File: config.mk
export PLATFORM = sky130hd
export DESIGN_NAME = irc_format_code_stripper_core_flat
export DESIGN_NICKNAME = d
export VERILOG_FILES = /design/src/rtl/ifcs_pkg.sv /design/src/rtl/ifcs_intf.sv /design/src/rtl/irc_format_code_stripper_core.sv /design/src/flat_wrapper.sv
export SDC_FILE = /design/constraint.sdc
export NUM_CORES = 1
export LEC_CHECK = 0
export ABC_AREA = 1
export BUFFER_PORTS_ARGS = -buffer_cell sky130_fd_sc_hd__buf_4
export CORE_ASPECT_RATIO = 0.9
export CORE_MARGIN = 10
export CORE_UTILIZATION = 55
export CTS_CLUSTER_SIZE = 10
export DETAILED_ROUTE_END_ITERATION = 12
export PLACE_DENSITY = 0.74
export SYNTH_ARGS = -nofsm -noshare
export SYNTH_HDL_FRONTEND = slang
export SYNTH_SLANG_ARGS = --single-unit
File: constraint.sdc
create_clock -name clk_i -period 5.6 [get_ports clk_i]
set_clock_uncertainty 0.2 [all_clocks]
set_input_delay 0.56 -clock clk_i [delete_from_list [all_inputs] [get_ports clk_i]]
set_output_delay 0.56 -clock clk_i [all_outputs]
set_load 0.05 [all_outputs]
File: src/rtl/ifcs_pkg.sv
// shared types and constants of the irc format code stripper
package ifcs_pkg;

  localparam int unsigned ByteW  = 8;
  localparam int unsigned RegIdxW = 3;

  typedef logic [ByteW-1:0] byte_t;

  // fixed byte values
  localparam byte_t CommaByte  = 8'h2C;
  localparam byte_t DigitLow   = 8'h30;
  localparam byte_t DigitHigh  = 8'h39;

  // register reset values
  localparam byte_t BoldReset      = 8'd2;
  localparam byte_t ColorReset     = 8'd3;
  localparam byte_t NormalReset    = 8'd15;
  localparam byte_t ReverseReset   = 8'd22;
  localparam byte_t UnderlineReset = 8'd31;
  localparam byte_t BlinkReset     = 8'd6;

  // configuration register indexes
  typedef enum logic [RegIdxW-1:0] {
    REG_BOLD      = 3'd0,
    REG_COLOR     = 3'd1,
    REG_NORMAL    = 3'd2,
    REG_REVERSE   = 3'd3,
    REG_UNDERLINE = 3'd4,
    REG_BLINK     = 3'd5
  } reg_idx_e;

  // colour sequence parser phase, one-hot
  typedef enum logic [5:0] {
    PH_IDLE  = 6'b000001,
    PH_COLOR = 6'b000010,
    PH_FG1   = 6'b000100,
    PH_FG2   = 6'b001000,
    PH_COMMA = 6'b010000,
    PH_BG1   = 6'b100000
  } phase_e;

  // one result item
  typedef struct packed {
    byte_t data;
    logic  valid;
    logic  eom;
  } result_t;

endpackage

File: src/rtl/ifcs_intf.sv
// request channel interfaces of the irc format code stripper

interface ifcs_in_if;
  logic                  valid;
  logic                  ready;
  ifcs_pkg::byte_t       in_byte;
  logic                  last_byte;

  modport source (output valid, output in_byte, output last_byte, input ready);
  modport sink   (input valid, input in_byte, input last_byte, output ready);
endinterface

interface ifcs_out_if;
  logic                  valid;
  logic                  ready;
  ifcs_pkg::byte_t       out_byte;
  logic                  byte_valid;
  logic                  end_of_message;

  modport source (output valid, output out_byte, output byte_valid,
                  output end_of_message, input ready);
  modport sink   (input valid, input out_byte, input byte_valid,
                  input end_of_message, output ready);
endinterface

interface ifcs_cfg_if;
  logic                           valid;
  logic                           ready;
  logic [ifcs_pkg::RegIdxW-1:0]   index;
  ifcs_pkg::byte_t                data;

  modport source (output valid, output index, output data, input ready);
  modport sink   (input valid, input index, input data, output ready);
endinterface

File: src/rtl/irc_format_code_stripper_core.sv
// top level of the irc format code stripper
//
// Message bytes enter on in_i, one request per byte with last_byte marking
// the final byte of a message. Kept text leaves on out_o; each result has
// out_byte, byte_valid and end_of_message. Decoration codes and colour
// sequences are removed; a message's last byte always gives a result with
// end_of_message set, a bare marker (byte_valid low) if no text is left.
// cfg_i writes the six code registers; it is always ready and should only
// be used while the block is idle. Unknown indexes are ignored.
// Flow: a byte is registered in the input stage at acceptance and its results
// are then loaded into the result register, which drives out_o; while the
// result register is not free, the byte waits in the input stage.
// Throughput is one byte per cycle while the receiver is ready; a byte that
// yields two results (held comma plus text) holds the result register until
// both have been taken through its single output port, so the next byte waits.
// Reset clears both stages and returns the parser to idle, with the code
// registers at their default values. When the receiver stalls, the result
// register holds and the input stage fills, after which in_i.ready drops;
// bytes that give no result still drain through while the output stalls.
module irc_format_code_stripper_core (
  input  logic           clk_i,
  input  logic           rst_ni,
  ifcs_in_if.sink        in_i,
  ifcs_out_if.source     out_o,
  ifcs_cfg_if.sink       cfg_i
);

  // code registers
  ifcs_pkg::byte_t bold_q, color_q, normal_q, reverse_q, underline_q, blink_q;

  // input stage
  logic            s1_valid_q;
  ifcs_pkg::byte_t s1_byte_q;
  logic            s1_last_q;
  logic            s1_pop;

  // parser state
  ifcs_pkg::phase_e phase_q, phase_d;

  // result stage
  ifcs_pkg::result_t res_q [2];
  ifcs_pkg::result_t res_d [2];
  logic [1:0]        cnt_q;
  logic              head_q;
  logic              res_free;

  // decode of the staged byte
  logic       is_digit, is_comma, colour_hit, is_drop;
  logic       use_fresh, pre_comma, byte_emit, end_comma;
  logic [1:0] n_emit, n_out;
  ifcs_pkg::phase_e phase_seq;

  // configuration writes
  assign cfg_i.ready = 1'b1;

  always_ff @(posedge clk_i or negedge rst_ni) begin
    if (!rst_ni) begin
      bold_q      <= ifcs_pkg::BoldReset;
      color_q     <= ifcs_pkg::ColorReset;
      normal_q    <= ifcs_pkg::NormalReset;
      reverse_q   <= ifcs_pkg::ReverseReset;
      underline_q <= ifcs_pkg::UnderlineReset;
      blink_q     <= ifcs_pkg::BlinkReset;
    end else if (cfg_i.valid) begin
      unique case (ifcs_pkg::reg_idx_e'(cfg_i.index))
        ifcs_pkg::REG_BOLD:      bold_q      <= cfg_i.data;
        ifcs_pkg::REG_COLOR:     color_q     <= cfg_i.data;
        ifcs_pkg::REG_NORMAL:    normal_q    <= cfg_i.data;
        ifcs_pkg::REG_REVERSE:   reverse_q   <= cfg_i.data;
        ifcs_pkg::REG_UNDERLINE: underline_q <= cfg_i.data;
        ifcs_pkg::REG_BLINK:     blink_q     <= cfg_i.data;
        default: ;
      endcase
    end
  end

  // input register
  assign in_i.ready = !s1_valid_q || s1_pop;

  always_ff @(posedge clk_i or negedge rst_ni) begin
    if (!rst_ni) begin
      s1_valid_q <= 1'b0;
    end else if (in_i.ready) begin
      s1_valid_q <= in_i.valid;
    end
  end

  always_ff @(posedge clk_i) begin
    if (in_i.valid && in_i.ready) begin
      s1_byte_q <= in_i.in_byte;
      s1_last_q <= in_i.last_byte;
    end
  end

  // byte classes
  assign is_digit = (s1_byte_q >= ifcs_pkg::DigitLow) && (s1_byte_q <= ifcs_pkg::DigitHigh);
  assign is_comma = (s1_byte_q == ifcs_pkg::CommaByte);
  assign colour_hit = (s1_byte_q == color_q);
  assign is_drop  = (s1_byte_q == bold_q) || (s1_byte_q == normal_q) ||
                    (s1_byte_q == reverse_q) || (s1_byte_q == underline_q) ||
                    (s1_byte_q == blink_q);

  // colour sequence parser
  always_comb begin
    phase_seq = ifcs_pkg::PH_IDLE;
    use_fresh = 1'b0;
    pre_comma = 1'b0;
    unique case (phase_q)
      ifcs_pkg::PH_COLOR: begin
        if (is_digit) phase_seq = ifcs_pkg::PH_FG1;
        else          use_fresh = 1'b1;
      end
      ifcs_pkg::PH_FG1: begin
        if (is_digit)      phase_seq = ifcs_pkg::PH_FG2;
        else if (is_comma) phase_seq = ifcs_pkg::PH_COMMA;
        else               use_fresh = 1'b1;
      end
      ifcs_pkg::PH_FG2: begin
        if (is_comma) phase_seq = ifcs_pkg::PH_COMMA;
        else          use_fresh = 1'b1;
      end
      ifcs_pkg::PH_COMMA: begin
        if (is_digit) begin
          phase_seq = ifcs_pkg::PH_BG1;
        end else begin
          pre_comma = 1'b1;
          use_fresh = 1'b1;
        end
      end
      ifcs_pkg::PH_BG1: begin
        if (is_digit) phase_seq = ifcs_pkg::PH_IDLE;
        else          use_fresh = 1'b1;
      end
      default: use_fresh = 1'b1;
    endcase

    // byte handled as if outside any sequence
    byte_emit = 1'b0;
    if (use_fresh) begin
      phase_seq = colour_hit ? ifcs_pkg::PH_COLOR : ifcs_pkg::PH_IDLE;
      byte_emit = !colour_hit && !is_drop;
    end

    // held comma flushed at end of message
    end_comma = s1_last_q && (phase_seq == ifcs_pkg::PH_COMMA);
    phase_d   = s1_last_q ? ifcs_pkg::PH_IDLE : phase_seq;
  end

  assign n_emit = {1'b0, pre_comma} + {1'b0, byte_emit} + {1'b0, end_comma};
  assign n_out  = (s1_last_q && (n_emit == 2'd0)) ? 2'd1 : n_emit;

  // result items, comma first when two
  always_comb begin
    res_d[0].data  = (pre_comma || end_comma) ? ifcs_pkg::CommaByte :
                     (byte_emit ? s1_byte_q : '0);
    res_d[0].valid = (n_emit != 2'd0);
    res_d[0].eom   = s1_last_q && (n_emit != 2'd2);
    res_d[1].data  = s1_byte_q;
    res_d[1].valid = 1'b1;
    res_d[1].eom   = s1_last_q;
  end

  // stage handover
  assign res_free = (cnt_q == 2'd0) || ((cnt_q == 2'd1) && out_o.ready);
  assign s1_pop   = s1_valid_q && ((n_out == 2'd0) || res_free);

  always_ff @(posedge clk_i or negedge rst_ni) begin
    if (!rst_ni) begin
      phase_q <= ifcs_pkg::PH_IDLE;
    end else if (s1_pop) begin
      phase_q <= phase_d;
    end
  end

  // result register
  always_ff @(posedge clk_i or negedge rst_ni) begin
    if (!rst_ni) begin
      cnt_q  <= 2'd0;
      head_q <= 1'b0;
    end else if (s1_pop && (n_out != 2'd0)) begin
      cnt_q  <= n_out;
      head_q <= 1'b0;
    end else if (out_o.valid && out_o.ready) begin
      cnt_q  <= cnt_q - 2'd1;
      head_q <= 1'b1;
    end
  end

  always_ff @(posedge clk_i) begin
    if (s1_pop && (n_out != 2'd0)) begin
      res_q[0] <= res_d[0];
      res_q[1] <= res_d[1];
    end
  end

  // output channel
  assign out_o.valid          = (cnt_q != 2'd0);
  assign out_o.out_byte       = res_q[head_q].data;
  assign out_o.byte_valid     = res_q[head_q].valid;
  assign out_o.end_of_message = res_q[head_q].eom;

endmodule
File: src/flat_wrapper.sv
// flat-port wrapper written by rule: the top's interface ports become plain ports
module irc_format_code_stripper_core_flat 
  (clk_i, rst_ni, in_i_valid, in_i_in_byte, in_i_last_byte, in_i_ready, out_o_valid, out_o_out_byte, out_o_byte_valid, out_o_end_of_message, out_o_ready, cfg_i_valid, cfg_i_index, cfg_i_data, cfg_i_ready);
  ifcs_in_if in_i_i ();
  ifcs_out_if out_o_i ();
  ifcs_cfg_if cfg_i_i ();
  input  logic clk_i;
  input  logic rst_ni;
  input wire logic [$bits(in_i_i.valid)-1:0] in_i_valid;
  input wire logic [$bits(in_i_i.in_byte)-1:0] in_i_in_byte;
  input wire logic [$bits(in_i_i.last_byte)-1:0] in_i_last_byte;
  output wire logic [$bits(in_i_i.ready)-1:0] in_i_ready;
  output wire logic [$bits(out_o_i.valid)-1:0] out_o_valid;
  output wire logic [$bits(out_o_i.out_byte)-1:0] out_o_out_byte;
  output wire logic [$bits(out_o_i.byte_valid)-1:0] out_o_byte_valid;
  output wire logic [$bits(out_o_i.end_of_message)-1:0] out_o_end_of_message;
  input wire logic [$bits(out_o_i.ready)-1:0] out_o_ready;
  input wire logic [$bits(cfg_i_i.valid)-1:0] cfg_i_valid;
  input wire logic [$bits(cfg_i_i.index)-1:0] cfg_i_index;
  input wire logic [$bits(cfg_i_i.data)-1:0] cfg_i_data;
  output wire logic [$bits(cfg_i_i.ready)-1:0] cfg_i_ready;
  assign in_i_i.valid = in_i_valid;
  assign in_i_i.in_byte = in_i_in_byte;
  assign in_i_i.last_byte = in_i_last_byte;
  assign in_i_ready = in_i_i.ready;
  assign out_o_valid = out_o_i.valid;
  assign out_o_out_byte = out_o_i.out_byte;
  assign out_o_byte_valid = out_o_i.byte_valid;
  assign out_o_end_of_message = out_o_i.end_of_message;
  assign out_o_i.ready = out_o_ready;
  assign cfg_i_i.valid = cfg_i_valid;
  assign cfg_i_i.index = cfg_i_index;
  assign cfg_i_i.data = cfg_i_data;
  assign cfg_i_ready = cfg_i_i.ready;
  irc_format_code_stripper_core u_core (.clk_i(clk_i), .rst_ni(rst_ni), .in_i(in_i_i), .out_o(out_o_i), .cfg_i(cfg_i_i));
endmodule
## Word level (Yosys, flattened, before mapping)

Memories as Yosys holds them, arrays and structs flattened.
Index checks and enable logic that the tools add are counted.

- $add $sub $neg: 3
- Magnitude comparators: 2
- Equality and inequality tests: 20
- Mux-type cells: 23
- Reductions and logical operators: 36

Operators by type and width:

| cell | count |
|---|---|
| $eq 8x8->1 | 6 |
| $mux 6 | 4 |
| $pmux 6 s4 | 1 |
| $mux 8 | 2 |
| $eq 6x5->1 const B | 2 |
| $reduce_and 2->1 | 6 |
| $logic_and 1x1->1 | 10 |
| $mux 1 | 9 |
| $eq 8x6->1 const B | 1 |
| $ge 8x6->1 const B | 1 |
| $le 8x6->1 const B | 1 |
| $logic_or 1x1->1 | 8 |
| $mux 2 | 4 |
| $reduce_bool 2->1 | 4 |
| $eq 3x2->1 const B | 2 |
| $eq 3x3->1 const B | 2 |
| $eq 6x2->1 const B | 1 |
| $eq 6x3->1 const B | 1 |
| $eq 6x4->1 const B | 1 |
| $eq 6x6->1 const B | 1 |
| $logic_not 2->1 | 3 |
| $mux 5 | 1 |
| $eq 3x1->1 const B | 1 |
| $logic_not 1->1 | 3 |
| 9 further kinds | 9 |

- Input port bits: 25
- Register bits after elaboration: 67
- Memory bits (writable): 20
- Memories kept: 1
- Logic and storage cells: 97

Memory list:

| memory | words | bits a word | read ports | clocked after Yosys merged registers in | write ports | line | source |
|---|---|---|---|---|---|---|---|
| u_core.res_q | 2 | 10 | 1 | 0 | 2 | irc_format_code_stripper_core.sv:41 | `ifcs_pkg::result_t res_q [2];` |

## Logic depth before layout (Yosys ltp)

- Depth in word-level cells: 19
- Depth in mapped cells: 21

## Worst setup path after synthesis

OpenSTA, ideal clock, no wires.

- Kind: register to register
- Start: reg u_core.s1_byte_q[6]
- End: reg u_core.s1_byte_q[0], enable pin
- Arrival time: 2862 ps
- Period minus slack after synthesis: 3343 ps
- Path slack: 2257 ps
- Buffers on the path: 1
- Data required time: 5119 ps
- Cell stages (with the launch flop): 17
- Cell sequence: edfxtp_1 > buf_6 > inv_2 > nand2_2 > nor2_2 > nand2_2 > nand2_1 > nand3_2 > nand2_2 > nand2_4 > nand2_1 > nand4_1 > fa_1 > nand3_1 > nand4_1 > nand2_1 > inv_1

- Word-level cells in the longest chain between the ends: 18
- Elaborated cells between the ends (all ways): 42
- Classes of those cells: add/sub (2); order compare (2); eq/ne (8); mux (14); reduce/logical (16)

RTL lines:

| item | line | source |
|---|---|---|
| start, declared | irc_format_code_stripper_core.sv:33 | `ifcs_pkg::byte_t s1_byte_q;` |
| start signal, assigned | irc_format_code_stripper_core.sv:90 | `s1_byte_q <= in_i.in_byte;` |
| branches (longest 9 deep; another with $ge 8x6->1) | -- |  |
| $add 2x1->2 (*) | irc_format_code_stripper_core.sv:149 | `assign n_emit = {1'b0, pre_comma} + {1'b0, byte_emit} + {1'b0, end_comma};` |
| $logic_not 2->1 | irc_format_code_stripper_core.sv:150 | `assign n_out = (s1_last_q && (n_emit == 2'd0)) ? 2'd1 : n_emit;` |
| $logic_and 1x1->1 | irc_format_code_stripper_core.sv:150 |  |
| $mux 2 (*) | irc_format_code_stripper_core.sv:150 |  |
| $logic_not 2->1 (*) | irc_format_code_stripper_core.sv:165 | `assign s1_pop = s1_valid_q && ((n_out == 2'd0) \|\| res_free);` |
| $logic_or 1x1->1 (*) | irc_format_code_stripper_core.sv:165 |  |
| $logic_and 1x1->1 (*) | irc_format_code_stripper_core.sv:165 |  |
| $logic_or 1x1->1 (*) | irc_format_code_stripper_core.sv:78 | `assign in_i.ready = !s1_valid_q \|\| s1_pop;` |
| via in_i_ready | flat_wrapper.sv:12 | `output wire logic [$bits(in_i_i.ready)-1:0] in_i_ready;` |
| $logic_and 1x1->1 (*) | irc_format_code_stripper_core.sv:89 | `if (in_i.valid && in_i.ready) begin` |

Mark *: on every way through the listed nets, which the timed path passes.
A chain may end at the register's enable or synchronous reset.

## Worst setup path after layout

- Start: reg u_core.s1_byte_q[4]
- End: reg u_core.cnt_q[1]

- Word-level cells in the longest chain between the ends: 18
- Elaborated cells between the ends (all ways): 44
- Classes of those cells: add/sub (2); order compare (2); eq/ne (8); mux (15); reduce/logical (17)

RTL lines:

| item | line | source |
|---|---|---|
| branches (longest 9 deep; another with $ge 8x6->1) | -- |  |
| $add 2x1->2 (*) | irc_format_code_stripper_core.sv:149 |  |
| $logic_not 2->1 | irc_format_code_stripper_core.sv:150 |  |
| $logic_and 1x1->1 | irc_format_code_stripper_core.sv:150 |  |
| $mux 2 (*) | irc_format_code_stripper_core.sv:150 |  |
| $logic_not 2->1 | irc_format_code_stripper_core.sv:165 |  |
| $logic_or 1x1->1 | irc_format_code_stripper_core.sv:165 |  |
| $logic_and 1x1->1 | irc_format_code_stripper_core.sv:165 |  |
| $logic_and 1x1->1 | irc_format_code_stripper_core.sv:180 | `end else if (s1_pop && (n_out != 2'd0)) begin` |
| $mux 2 / $reduce_bool 2->1 (equally long branches) | -- |  |
| end signal, assigned | irc_format_code_stripper_core.sv:181 | `cnt_q <= n_out;` |
| end signal, assigned | irc_format_code_stripper_core.sv:184 | `cnt_q <= cnt_q - 2'd1;` |
| end, declared | irc_format_code_stripper_core.sv:43 | `logic [1:0] cnt_q;` |

Every way passes the cells marked *.

==> run metrics <==
Detailed Place HPWL=between 7000 and 8000 microns; Worst VDD drop=0.221 mV; Mapped Nets=522; Final Cell Area=4910 sq um; grt peak-use layer=met2; via count=about 3.2k; top post-synthesis cells by area=dfrtp_1 23%, edfxtp_1 19%, nand2_1 13%; WP data required=5.64 ns; initial DRC count=194; relative slew slack=51.7%; Yosys reg bits=86; max incr delay on CP=0.61 ns; initial core utilization=a little under three fifths; Logic pwr share=between 30% and 40%; Synth Warn #=0; Mapped Cells=493; slowest CP cell=fa_1; CTS tree=done; worst slew pin tran=0.725 ns; leakage=2.26 nW; Post-CTS Hold Buffers=0; total grt overflow=0; most frequent cells after synthesis=152 x nand2_1, 60 x o21ai_0, 40 x dfrtp_1; worst setup path class=register to register; vias per cell=around 5.2; CP Depth=20; CORE AREA=7660 sq um; final critical-path required period=4.00 ns; Most used DFF post-synth=dfrtp_1; die width=114 microns; initial antenna violation count=0; Top delay family on crit path=simple AND/OR/NAND/NOR gates; number of top-level pins=38; PD cells=470 nW/um^2; die area=12,000 sq um; Pins Over Slew Limit=0; PnR worst setup slack=between 1.5 and 2 ns; Port Buffers=36; most frequent CP cell=nand2_1; Register-to-Register Path Depth=20; Setup Fix Bufs, Post-CTS=0; Yosys top cell by area=dfrtp_1; vias in the first global route=3,263; Detailed Route WL=roughly 9400 microns; Clk pin slew, worst setup/hold paths=0.09 ns; Netlist cell types=32; cts repair resizes=0; Worst EP arrival=4.04 ns; final hold slack=0.0458 ns; Cell Rows=30; DP Area=4650 sq um; Sw Ratio=37.3%; ANT cells=0; nets@finish=553; Final setup viols=0; layout cells sized above 1=about a fifth; Antenna Nets Post-Route=0; Clock Tree Root=clkbuf_8; Seq pwr share=42.7%; largest net degree at the start of global routing=59; run status=finished, final reports clean; CP Capture Type=register; clock latency on the worst-skew pair=between 0.3 and 0.4 ns; Max-cap violations=0; Total GRT Usage=~16%; GPL Wtd Cong=0.856; cell-internal power=approximately 1.4 mW; FMAX=around 250 MHz; crit-path max FO=21; RSZ-0062 raised after global routing=no; final non-filler cell total=roughly 630; count leader, synth=nand2_1; first-pass GRT wire length=16,000 microns; fin util=64.2%; Remaining DRCs=0; met2 usage=a little under a quarter; post-synthesis sequential area ratio=between 50% and 60%; number of synthesized flops with an enable pin=28; critical-path cell list=clkinv_4 -> nand2_2 -> nor2_2 -> nand2_2 -> nand2_1 -> nand3_2 -> nand2_2 -> nand2_4 -> nand2_1 -> nand4_1 -> fa_1 -> nand3_1 -> nand3_1 -> nand2_1 -> inv_2 -> nand2_1 -> inv_1 -> o21ai_0 -> nand2_1 -> o21ai_0; synthesis-to-finish area growth=12.0%; 1st-pass router iterations=4; H-tree levels=3; WP buf/inv=3; TritonCTS Buffers=9; P_sw=between 800 and 900 uW; Yosys top cell area share=22.8%; die height=105 microns; # clock sinks=between 80 and 90; Final Power=2.31 mW; crit share post-route=71.4%; syn_area_per_cell=8.90 sq um; Synth async-reset ratio=67.4%; Worst setup SP type=register; Hold Crit Class=primary input to async pin; CTS max path bufs=2; Final Hold Fails=0; wire per inst=15.0 microns; Clock power frac=24.4%; post-place setup slack=1.63 ns; Placed Cells incl. Taps=609; Post-Synthesis Cell Area=4390 sq um; TNS Setup=0 ns; GR Util met3=about 5.6%; GRT met1 Usage=22.2%
## cells in the final DEF, fill, tap and decap left out, drive strengths merged, types with 3 or more instances in the layout
cell type / Yosys / final
nand2: 161 / 161
nand4: 9 / 9
xor2: 15 / 15
inv: 45 / 45
dfstp: 18 / 18
bufinv: 0 / 4
edfxtp: 28 / 28
clkbuf: 7 / 10
dfrtp: 40 / 40
a21oi: 3 / 3
buf: 9 / 36
clkinv: 2 / 4
o21ai: 62 / 62
nand3: 14 / 14
nor2: 46 / 46
ha: 3 / 3
xnor2: 27 / 27
## registers in the layout (all words and copies together), names as in the netlist, 6 cells and up
register            cells
u_core.underline_q      8
u_core.color_q          8
u_core.normal_q         8
u_core.s1_byte_q        8
u_core.blink_q          8
u_core.phase_q          6
u_core.res_q           19
u_core.bold_q           8
u_core.reverse_q        8
## cell families after synthesis
kind of cell    share of synthesized area (%)
compound gates                           7.42
flops                                    52.8
simple gates                             23.0
fa+ha+maj                                1.31
other cells                            0.0855
xor+xnor                                 8.39
buf+inv                                  7.02
## cell type report
type,instances,area [sq um]
clock buffer,10,128
fill,650,2740
multi-input combinational,344,1760
tap,96,120
inverter,47,184
timing repair buffer,36,270
sequential,86,2310
clock inverter,6,134
## path summary, 6_finish.rpt
path / startpoint / endpoint / slack [ns]
setup / recovery: u_core.s1_byte_q[4]$_DFFE_PP_ / u_core.cnt_q[1]$_DFFE_PN0P_ / 1.60
hold / removal: rst_ni / u_core.blink_q[0]$_DFFE_PN0P_ / 0.05
setup reg to reg: u_core.s1_byte_q[4]$_DFFE_PP_ / u_core.cnt_q[1]$_DFFE_PN0P_ / 1.60
hold reg to reg: u_core.normal_q[3]$_DFFE_PN1P_ / u_core.normal_q[3]$_DFFE_PN1P_ / 0.31
max in group asynchronous: rst_ni / u_core.color_q[7]$_DFFE_PN0P_ / 4.68
min in group clk_i: in_i_last_byte / u_core.s1_last_q$_DFFE_PP_ / 0.16
## power groups by stage
stage / registers [mW] / logic [mW] / clock network, mW
2_1_floorplan: 0.918 / 0.631 / 0
3_3_place_gp: 0.988 / 0.739 / 0
3_5_place_dp: 0.997 / 0.759 / 0
4_1_cts: 0.986 / 0.765 / 0.568
5_1_grt: 1.00 / 0.846 / 0.594
6_report: 0.985 / 0.759 / 0.563
## layer usage
metal / up-vias / wire [microns]
met5: - / 0
met1: 1505 / 4490
li1: 1625 / -
met3: 12 / 622
met2: 81 / 4130
met4: 0 / 141
No activity file was read; power rests on OpenSTA's default activity.
